==> src/sv/coo_sort_pkg.sv <==
`default_nettype none

package coo_sort_pkg;

   localparam int MAX_ENTRIES_DEF = 64;
   localparam int MAX_DIM_DEF     = 256;

   localparam int IDX_W     = 9;
   localparam int VAL_W     = 64;
   localparam int CSR_IDX_W = 2;

   localparam logic [IDX_W-1:0] NUM_ROWS_RST   = IDX_W'(256);
   localparam logic [IDX_W-1:0] NUM_COLS_RST   = IDX_W'(256);
   localparam logic             ORDER_MODE_RST = 1'b0;

   typedef enum logic [CSR_IDX_W-1:0] {
      CSR_NUM_ROWS   = 2'd0,
      CSR_NUM_COLS   = 2'd1,
      CSR_ORDER_MODE = 2'd2
   } csr_index_type;

   typedef struct packed {
      logic [IDX_W-1:0] row_index;
      logic [IDX_W-1:0] col_index;
      logic [VAL_W-1:0] value_bits;
      logic             last_entry;
   } req_type;

   typedef struct packed {
      logic [IDX_W-1:0] out_row;
      logic [IDX_W-1:0] out_col;
      logic [VAL_W-1:0] out_value;
      logic             out_last;
      logic             index_error;
   } rsp_type;

   typedef enum logic [3:0] {
      ST_IDLE,
      ST_CLR,
      ST_SRC,
      ST_KEY,
      ST_BKT,
      ST_UPD,
      ST_PRE_RD,
      ST_PRE_WR,
      ST_ORD_RD,
      ST_ENT_RD,
      ST_EMIT
   } state_type;

   typedef enum logic [3:0] {
      OP_NONE,
      OP_CLR,
      OP_SRC,
      OP_KEY,
      OP_BKT,
      OP_UPD,
      OP_PRE_RD,
      OP_PRE_WR,
      OP_ORD_RD,
      OP_ENT_RD,
      OP_EMIT
   } dp_op_type;

   typedef struct packed {
      dp_op_type op;
      logic      load;
      logic      pass;
      logic      scat;
      logic      idx_clr;
      logic      elem_inc;
      logic      bkt_inc;
      logic      run_clr;
      logic      batch_end;
   } dp_cmd_type;

   typedef struct packed {
      logic load_done;
      logic elem_last;
      logic bkt_last;
   } dp_status_type;

endpackage

`default_nettype wire

==> src/sv/coo_sort_ctrl.sv <==
`default_nettype none

module coo_sort_ctrl (
   input  wire logic                       clock,
   input  wire logic                       reset,
   input  wire logic                       start,
   output logic                            busy,
   input  wire coo_sort_pkg::dp_status_type status,
   output coo_sort_pkg::dp_cmd_type        cmd
);

   import coo_sort_pkg::*;

   state_type state_ff, state_in;
   logic      pass_ff, pass_in;
   logic      scat_ff, scat_in;
   logic      accept;

   assign busy   = (state_ff != ST_IDLE);
   assign accept = start && (state_ff == ST_IDLE);

   always_ff @(posedge clock) begin
      if (reset) begin
         state_ff <= ST_IDLE;
         pass_ff  <= 1'b0;
         scat_ff  <= 1'b0;
      end else begin
         state_ff <= state_in;
         pass_ff  <= pass_in;
         scat_ff  <= scat_in;
      end
   end

   // next state
   always_comb begin
      state_in = state_ff;
      pass_in  = pass_ff;
      scat_in  = scat_ff;
      unique case (state_ff)
         ST_IDLE: begin
            if (accept && status.load_done) begin
               state_in = ST_CLR;
               pass_in  = 1'b0;
               scat_in  = 1'b0;
            end
         end
         ST_CLR: begin
            if (status.bkt_last) begin
               state_in = ST_SRC;
               scat_in  = 1'b0;
            end
         end
         ST_SRC:    state_in = ST_KEY;
         ST_KEY:    state_in = ST_BKT;
         ST_BKT:    state_in = ST_UPD;
         ST_UPD: begin
            if (!status.elem_last) begin
               state_in = ST_SRC;
            end else if (!scat_ff) begin
               state_in = ST_PRE_RD;
            end else if (!pass_ff) begin
               state_in = ST_CLR;
               pass_in  = 1'b1;
            end else begin
               state_in = ST_ORD_RD;
            end
         end
         ST_PRE_RD: state_in = ST_PRE_WR;
         ST_PRE_WR: begin
            if (status.bkt_last) begin
               state_in = ST_SRC;
               scat_in  = 1'b1;
            end else begin
               state_in = ST_PRE_RD;
            end
         end
         ST_ORD_RD: state_in = ST_ENT_RD;
         ST_ENT_RD: state_in = ST_EMIT;
         ST_EMIT: begin
            if (status.elem_last) begin
               state_in = ST_IDLE;
            end else begin
               state_in = ST_ORD_RD;
            end
         end
         default:   state_in = ST_IDLE;
      endcase
   end

   // outputs
   always_comb begin
      cmd           = '0;
      cmd.op        = OP_NONE;
      cmd.pass      = pass_ff;
      cmd.scat      = scat_ff;
      cmd.load      = accept;
      unique case (state_ff)
         ST_IDLE: begin
            cmd.idx_clr = accept && status.load_done;
         end
         ST_CLR: begin
            cmd.op      = OP_CLR;
            cmd.idx_clr = status.bkt_last;
            cmd.bkt_inc = !status.bkt_last;
         end
         ST_SRC:    cmd.op = OP_SRC;
         ST_KEY:    cmd.op = OP_KEY;
         ST_BKT:    cmd.op = OP_BKT;
         ST_UPD: begin
            cmd.op       = OP_UPD;
            cmd.idx_clr  = status.elem_last;
            cmd.run_clr  = status.elem_last && !scat_ff;
            cmd.elem_inc = !status.elem_last;
         end
         ST_PRE_RD: cmd.op = OP_PRE_RD;
         ST_PRE_WR: begin
            cmd.op      = OP_PRE_WR;
            cmd.idx_clr = status.bkt_last;
            cmd.bkt_inc = !status.bkt_last;
         end
         ST_ORD_RD: cmd.op = OP_ORD_RD;
         ST_ENT_RD: cmd.op = OP_ENT_RD;
         ST_EMIT: begin
            cmd.op        = OP_EMIT;
            cmd.idx_clr   = status.elem_last;
            cmd.batch_end = status.elem_last;
            cmd.elem_inc  = !status.elem_last;
         end
         default:   cmd.op = OP_NONE;
      endcase
   end

endmodule

`default_nettype wire

==> config.mk <==
export PLATFORM = sky130hd
export DESIGN_NAME = coo_sort_ctrl
export DESIGN_NICKNAME = d
export VERILOG_FILES = /design/src/sv/coo_sort_pkg.sv /design/src/sv/coo_sort_ctrl.sv
export SDC_FILE = /design/constraint.sdc
export NUM_CORES = 1
export LEC_CHECK = 0
export BUFFER_PORTS_ARGS = -buffer_cell sky130_fd_sc_hd__buf_2
export CAP_MARGIN = 20
export CORE_MARGIN = 2
export CORE_UTILIZATION = 40
export DETAILED_ROUTE_END_ITERATION = 16
export GPL_ROUTABILITY_DRIVEN = 0
export PLACE_DENSITY = 0.62
export SLEW_MARGIN = 30
export SYNTH_ARGS = -nofsm -noshare
export SYNTH_HDL_FRONTEND = slang
export SYNTH_SLANG_ARGS = --single-unit
==> constraint.sdc <==
create_clock -name clock -period 1.67 [get_ports clock]
set_input_delay 0.0835 -clock clock [delete_from_list [all_inputs] [get_ports clock]]
set_output_delay 0.0835 -clock clock [all_outputs]
set_load 0.01 [all_outputs]
# Word-level counts from Yosys, hierarchy flattened
# Cells that the tools add are included.
[word_totals]
ff_bits = 6
in_bits = 6
output_inout_bits = 13
[op_classes]
eq_ne = 15
mux = 21
reduce_logical = 15
[op_table]
columns = ["operator", "n"]
rows = [
  ["4-bit case mux with 11 select lines", 1],
  ["4-bit case mux with 10 select lines", 1],
  ["4-bit 2-to-1 mux", 6],
  ["4-bit by 3-bit equality test with 1-bit output (second input constant)", 4],
  ["4-bit equality test (second input constant)", 3],
  ["1-bit 2-to-1 mux", 9],
  ["4-bit by 2-bit equality test with 1-bit output (second input constant)", 2],
  ["2-bit inequality test (second input constant)", 4],
  ["4-bit AND reduction", 2],
  ["1-bit case mux with 3 select lines", 2],
  ["4-bit by 1-bit equality test with 1-bit output (second input constant)", 1],
  ["4-bit zero test", 1],
  ["4-bit nonzero test", 1],
  ["2-bit OR reduction", 2],
  ["1-bit logical AND", 3],
  ["1-bit zero test", 3],
  ["3-bit 2-to-1 mux", 1],
  ["3-bit nonzero test", 1],
  ["2-bit by 1-bit inequality test with 1-bit output (second input constant)", 1],
  ["1-bit case mux with 2 select lines", 1],
  ["2-bit AND reduction", 1],
  ["2-bit nonzero test", 1],
]

# Logic depth before layout (Yosys ltp)
# Gate-level depths: netlist (run 1).
[depth]
depth_word = 5
depth_mapped = 5
depth_no_buf = 4

# Worst setup path before layout (run 1)
# OpenSTA, ideal clock, no wires.
[synth_timing]
path_kind = "register -> register"
start = "register state_ff[1]"
end = "register scat_ff"
setup_ns = 0.123
t_arrival_ns = 1.031
required_time_ns = 1.547
setup_slack_ns = 0.516
stages_incl_launch_ff = 5
n_path_buf = 0
synth_period_minus_slack_ns = 1.154
cell_sequence = "dfxtp_1 > nor4_4 > nand3_2 > a32oi_1 > o21ai_1"
[synth_between]
elab_chain_cells = 5
elab_cells_between_ends = 11
cone_classes = "5 x eq/ne; 1 x mux; 5 x reduce/logical"
[synth_lines]
columns = ["element", "line_no", "rtl"]
rows = [
  ["start: declaration", "coo_sort_ctrl.sv:14", "state_type state_ff, state_in;"],
  ["start signal: assignment", "coo_sort_ctrl.sv:28", "state_ff <= state_in;"],
  ["4-bit zero test", "coo_sort_ctrl.sv:20, coo_sort_ctrl.sv:39", ""],
  ["1-bit logical AND", "coo_sort_ctrl.sv:20", "assign accept = start && (state_ff == ST_IDLE);"],
  ["1-bit logical AND", "coo_sort_ctrl.sv:41", "if (accept && status.load_done) begin"],
  ["2-bit by 1-bit inequality test with 1-bit output (no source line)", "-", ""],
  ["4-bit AND reduction (no source line)", "-", ""],
  ["end signal: assignment", "coo_sort_ctrl.sv:30", "scat_ff <= scat_in;"],
  ["end: declaration", "coo_sort_ctrl.sv:16", "logic scat_ff, scat_in;"],
]
# Parallel ways exist; a longest one is shown, timed or not.
# A chain may end at the register's enable or synchronous reset.

==> results of run 1 <==
[worst max-delay path: stages, from the launching register on]
cell     delay [ns]
dfxtp_2        0.49
nor3b_2        0.11
and3_1         0.22
a21oi_1        0.13
nand3_1        0.08
buf_2          0.14
[stage by stage]
stage | area [um2] | total power [uW] | util [%]
global placement | 621.8 | 597.5 | 47.79
global route | 648.1 | 810.9 | 49.81
detailed placement | 621.8 | 601.2 | 47.79
CTS | 646.9 | 744.2 | 49.71
finish | 648.1 | 745.6 | 49.81
floorplan | 550.5 | 513.7 | -
[cells by family (layout without fill, tap and decap cells)]
kind of cell              count (synthesis)  after routing  synth area share [%]
AOI/OAI and AO/OA                        20             20                 25.91
and+or+nand+nor                          35             35                 38.41
buffers and inverters                     9             26                 12.27
DFF                                       6              6                 21.82
xor gates and xnor gates                  1              1                 1.591
[registers in the layout, indices dropped and copies added (netlist names)]
signal,cells
state_ff,4
scat_ff,1
pass_ff,1
[synthesized netlist by cell type, drive strengths merged]
| master | number | share of area, % |
|---|---|---|
| nand2b | 3 | 3.4 |
| a32oi | 1 | 1.6 |
| xnor2 | 1 | 1.6 |
| a2111oi | 1 | 2.7 |
| nand3 | 5 | 5.5 |
| a21o | 1 | 1.4 |
| o21a | 1 | 1.4 |
| nor2b | 2 | 2.3 |
| a21boi | 2 | 2.7 |
| nor3b | 3 | 5.9 |
| a31oi | 1 | 1.1 |
| o21ai | 3 | 2.7 |
| inv | 2 | 1.4 |
| o32a | 1 | 1.8 |
| buf | 7 | 11 |
| o2111ai | 1 | 1.6 |
| or3 | 1 | 1.1 |
| nand2 | 4 | 2.7 |
| or2 | 1 | 1.1 |
| a21oi | 6 | 6.1 |
| dfxtp | 6 | 22 |
| and2 | 3 | 3.4 |
| and3 | 1 | 1.1 |
| a22oi | 2 | 2.7 |
| nor2 | 10 | 6.8 |
| nor4 | 2 | 5.0 |
[worst min path at each step]
stage | cells past startpoint | startpoint | slack (ns) | endpoint
6_report | 2 | reset | 0.08 | state_ff[0]$_SDFFE_PP0P_
5_1_grt | 2 | reset | 0.08 | state_ff[0]$_SDFFE_PP0P_
4_1_cts | 2 | reset | 0.08 | state_ff[0]$_SDFFE_PP0P_
3_5_place_dp | 2 | reset | 0.34 | state_ff[0]$_SDFFE_PP0P_
3_3_place_gp | 2 | reset | 0.34 | state_ff[0]$_SDFFE_PP0P_
2_1_floorplan | 1 | reset | 0.15 | state_ff[0]$_SDFFE_PP0P_
[area by class of cell]
cell class                 count  area [um2]  area share (%)
tap                           15       18.77           2.896
inverter                       2       7.507           1.158
clock buffer                   3       22.52           3.475
sequential                     6       123.9           19.11
multi-input combinational     56       362.8           55.98
timing repair buffer          21       112.6           17.37
[where the power goes]
group	total (uW)	internal, uW	switching, uW
registers	227	167	59.4
logic	374	186	188
clock network	145	82.0	63.1
total	746	435	310
[per-layer routing]
layer | track usage, % | share of wire (%) | wire, um | up-vias
met5 | 0 | 0 | 0 | -
met1 | 22.01 | 45 | 586 | 256
met4 | 11.29 | 2.2 | 28 | 0
met2 | 27.73 | 46 | 603 | 15
met3 | 8.152 | 6.2 | 81 | 4
li1 | - | - | - | 287
==> reports/qor.csv, run 1 <==
metric,value,unit
h-tree-depth,1,
fin_cells,103,
crit_arrival,1.43,ns
slew_headroom,77.01,%
post_drt_wl_per_cell,12.62,um
final_cell_mix,"18 x buf_2, 10 x nor2_1, 5 x a21oi_1, 4 x nand3_1, 4 x nand2_1",
ant_nets,0,
path_clk_slew,0.05,ns
clkSinkCount,6,
cp-endpoint,cmd[4],
grt_pass1_vias,453,
whs,0.07850,ns
crit_path_start,state_ff[1]$_SDFFE_PP0P_,
drive_gt1_share,37.50,%
portBuffers,18,
reg2regPathDepth,4,
rrSetupSlack,0.38,ns
die_w,41.10,um
postCtsSetupRepairBufs,0,
run_status,completed,
fillers,140,
drt_iter0_markers,11,
netlist_instances,71,
final_max_slew_viol_count,0,
synth_fp_nets,77,
synth_area,550.5,um2
startpoint_type,flip-flop,
cts.path.max_buffers,2,
finalWorstPathRequiredPeriod,1.514,ns
grt_pass1_wl,1994,um
antenna_found_initial,0,
gr-total-overflow,0,
vias,562,
tritoncts,done,
finClkSkew,0.0006639,ns
cts_buffers,3,
drcViolationCount,0,
antennaDiodeCount,0,
hold_violations,0,
die_y,41.10,um
coreArea,1301,um2
die_area,1689,um2
maxCapViolCount,0,
hpwl,930.1,um
clk_latency,0.25,ns
hold_path.class,in -> reg,
grt_usage,18.73,%
holdBufCountCts,0,
yosysWarnings,0,
first_pass_iters,4,
rows,13,
rsz0062_at_grt,no,
critical_path_required,1.59,ns
avgSynthCellArea,7.754,um2
final-setup-viol-count,0,
layout_commonest_cell,buf_2,
post-route-period-util,90.65,%
cts_root_buffer,clkbuf_4,
ys_seq_area_share,21.82,%
worst_pin_slew,0.3417,ns
leakage,0.0002971,uW
end_kind,output pin,
yosys_register_bits,6,
peakVddDrop,0.6603,mV
setup_tns,0,ns
p_per_area,1150,nW/um2
dpl.cell_count,100,
layout.nets,96,
path_max_fanout,14,
synth_cell_types,33,
cts_resized,2,
fmax,0.6605,GHz
ios,19,
grt_max_degree,17,
timing.rr.end,scat_ff$_SDFFE_PP0P_,
via_per_inst,5.456,
setup_slack,0.1561,ns
rr_startpoint,state_ff[1]$_SDFFE_PP0P_,
area_growth,17.73,%
totalWireLength,1300,um
initial_core_util,42.31,%
path_class,reg -> out,
pre_cts_ws,0.2338,ns
Note: power is estimated with default switching activity, not from simulation.
==> run 2, diff against run 1 <==
--- a/config.mk
+++ b/config.mk
@@ -5,13 +5,14 @@
 export SDC_FILE = /design/constraint.sdc
 export NUM_CORES = 1
 export LEC_CHECK = 0
+export ABC_AREA = 1
 export BUFFER_PORTS_ARGS = -buffer_cell sky130_fd_sc_hd__buf_2
 export CAP_MARGIN = 20
 export CORE_MARGIN = 2
 export CORE_UTILIZATION = 40
 export DETAILED_ROUTE_END_ITERATION = 16
 export GPL_ROUTABILITY_DRIVEN = 0
-export PLACE_DENSITY = 0.62
+export PLACE_DENSITY = 0.63
 export SLEW_MARGIN = 30
 export SYNTH_ARGS = -nofsm -noshare
 export SYNTH_HDL_FRONTEND = slang
==> run 2 against run 1 <==
  * Clock-buffer cell count unchanged
  * Clock power decreased by 9%
  * Total power decreased by 37%
  * Global-route usage decreased by 0.058 points
  * Critical path depth increased by 1
==> reports/qor.csv, run 2 <==
metric,value,unit,change
area_growth,17.14,%,
worst_pin_slew,0.3508,ns,+0.009081 ns
first_pass_iters,5,,+1
final_cell_mix,"26 x nand2_1, 18 x buf_2, 16 x inv_1, 9 x nor2_1, 8 x nand3_1",,
cts_resized,0,,-2
hold_violations,0,,unchanged
die_w,40.25,um,-2.1%
post-route-period-util,90.79,%,+0.14 points
fmax,0.6596,GHz,-0.15%
leakage,0.0003573,uW,+20%
ys_seq_area_share,22.86,%,+1.0 points
reg2regPathDepth,7,,+3
top_register,state_ff,,
cts_root_buffer,clkbuf_4,,
final-setup-viol-count,0,,unchanged
yosysWarnings,0,,unchanged
rsz0062_at_grt,no,,
finClkSkew,0.003081,ns,+0.002417 ns
cts.path.max_buffers,2,,unchanged
startpoint_type,flip-flop,,
path_clk_slew,0.04,ns,about the same
run_status,completed,,
layout_commonest_cell,nand2_1,,
synth_most_common_cell,nand2_1,,
grt_usage,18.67,%,-0.058 points
synth_fp_nets,97,,+26%
die_area,1620,um2,-4.1%
postLayoutCellArea,615.6,um2,-5.0%
slew_headroom,76.51,%,-0.50 points
cts_buffers,3,,unchanged
end_kind,output pin,,
portBuffers,18,,unchanged
synthTopCellsByCount,"26 x nand2_1, 16 x inv_1, 9 x nor2_1",,
initial_core_util,41.42,%,-0.89 points
vias,600,,+6.8%
hpwl,988.7,um,+6.3%
rows,13,,unchanged
cp_slowest_cell,dfxtp_1,,
fillers,145,,+3.6%
yosys_register_bits,6,,unchanged
grt_pass1_vias,493,,+8.8%
largest_reg_flops,4,,unchanged
antenna_found_initial,0,,unchanged
async_reset_ff_share,0,%,unchanged
dpl.cell_count,119,,+19%
netlist_instances,91,,+28%
synth_area_leaders,"dfxtp_1 23%, nand2_1 19%, inv_1 11%",,
drt_iter0_markers,13,,+2
drcViolationCount,0,,unchanged
crit_chain,inv_1 -> nand2_1 -> nor2_1 -> o21ai_0 -> nand3_1 -> buf_2,,
grt_max_degree,10,,-7
utilization,48.52,%,-1.3 points
totalWireLength,1230,um,-5.4%
min_path_cells,2,,unchanged
top_regs,"state_ff x4, pass_ff x1, scat_ff x1",,
avgSynthCellArea,5.775,um2,-26%
ios,19,,unchanged
crit_arrival,1.43,ns,about the same
hp-start,reset,,
rr_startpoint,state_ff[2]$_SDFFE_PP0P_,,
hold_path.class,in -> reg,,
setup_tns,0,ns,unchanged
whs_endpoint,state_ff[0]$_SDFFE_PP0P_,,
yosysTopAreaCell,dfxtp_1,,
maxCapViolCount,0,,unchanged
holdBufCountCts,0,,unchanged
drive_gt1_share,25.23,%,-12 points
path_max_fanout,7,,-7
ant_nets,0,,unchanged
via_per_inst,4.918,,-9.9%
p_per_area,765.9,nW/um2,-33%
clk_latency,0.24,ns,about the same
layout.nets,115,,+20%
synth-edff-count,0,,unchanged
critical_path_required,1.59,ns,about the same
h-tree-depth,1,,unchanged
slowest_delay,0.44,ns,-0.05 ns
postCtsSetupRepairBufs,0,,unchanged
antennaDiodeCount,0,,unchanged
placed_area,593.1,um2,-4.6%
ys.flop_type,dfxtp_1,,
tritoncts,done,,
fin_cells,122,,+18%
timing.rr.end,state_ff[3]$_SDFFE_PP0P_,,
coreArea,1269,um2,-2.5%
synth_area,525.5,um2,-4.5%
synth_top_area_share,22.86,%,+1.0 points
synth_cell_types,19,,-42%
path_class,reg -> out,,
rrSetupSlack,0.44,ns,+0.06 ns
final_max_slew_viol_count,0,,unchanged
finalWorstPathRequiredPeriod,1.516,ns,+0.002289 ns
whs,0.04994,ns,-0.02857 ns
post_drt_wl_per_cell,10.08,um,-20%
clkSinkCount,6,,unchanged
gr-total-overflow,0,,unchanged
die_y,40.25,um,-2.1%
peakVddDrop,0.3620,mV,-45%
grt_pass1_wl,2014,um,+1.0%
==> run 2: changes by cell type in the layout (fill, tap and decap cells not counted), moves of 4 or more <==
| cell | before | now |
|---|---|---|
| nand2_1 | 4 | 26 |
| inv_1 | 2 | 16 |
| o21ai_0 | 1 | 6 |
| nand3_1 | 4 | 8 |
==> run 2: kinds of logic after synthesis <==
logic type	after synthesis	share of synthesized area [%]
and+or+nand+nor	49	42.14
buffers and inverters	22	20.00
AOI/OAI and AO/OA	14	15.00
DFF	6	22.86
==> run 2: layer usage <==
metal / vias to the layer above / track usage, % / share of wire [%]
met4: 0 / 7.500 / 0.49
met5: - / 0 / 0
met2: 15 / 31.85 / 45
met3: 2 / 3.333 / 4.8
li1: 320 / - / -
met1: 263 / 22.92 / 49
==> run 2: how the worst max path moves through the flow <==
stage | from | endpoint | slack (ns)
3_3_place_gp | state_ff[3]$_SDFFE_PP0P_ | cmd[4] | 0.43
6_report | state_ff[2]$_SDFFE_PP0P_ | cmd[4] | 0.15
4_1_cts | state_ff[2]$_SDFFE_PP0P_ | cmd[4] | 0.14
3_5_place_dp | state_ff[2]$_SDFFE_PP0P_ | cmd[4] | 0.41
2_1_floorplan | state_ff[3]$_SDFFE_PP0P_ | state_ff[2]$_SDFFE_PP0P_ | 0.60
5_1_grt | state_ff[2]$_SDFFE_PP0P_ | cmd[4] | 0.04
==> run 2: cell type report <==
cell class / count / area, um2 / area share, %
flip-flops and latches: 6 / 120.1 / 19.51
well taps: 15 / 18.77 / 3.049
repair buffers: 18 / 90.09 / 14.63
clock buffers: 3 / 22.52 / 3.659
inverters: 17 / 63.81 / 10.37
multi-input cells: 63 / 300.3 / 48.78
==> run 2: power breakdown <==
| part | switching, uW | internal, uW |
|---|---|---|
| registers | 13.6 | 155 |
| logic | 108 | 62.4 |
| clock network | 51.0 | 81.2 |
| total | 172 | 299 |
==> run 2: metrics by stage <==
stage | worst slack [ns] | total power [uW]
2_1_floorplan | 0.6022 | 297.8
3_3_place_gp | 0.4306 | 340.1
3_5_place_dp | 0.4058 | 340.2
4_1_cts | 0.1366 | 475.6
5_1_grt | 0.04271 | 509.6
6_report | 0.1538 | 471.5
==> run 2: worst max-delay path: cells and delay by family, from the launching register on <==
family,cells,cell delay [ns]
flip-flops,1,0.44
AO/OA/AOI/OAI,1,0.18
buffers and inverters,2,0.26
AND/OR/NAND/NOR,3,0.31
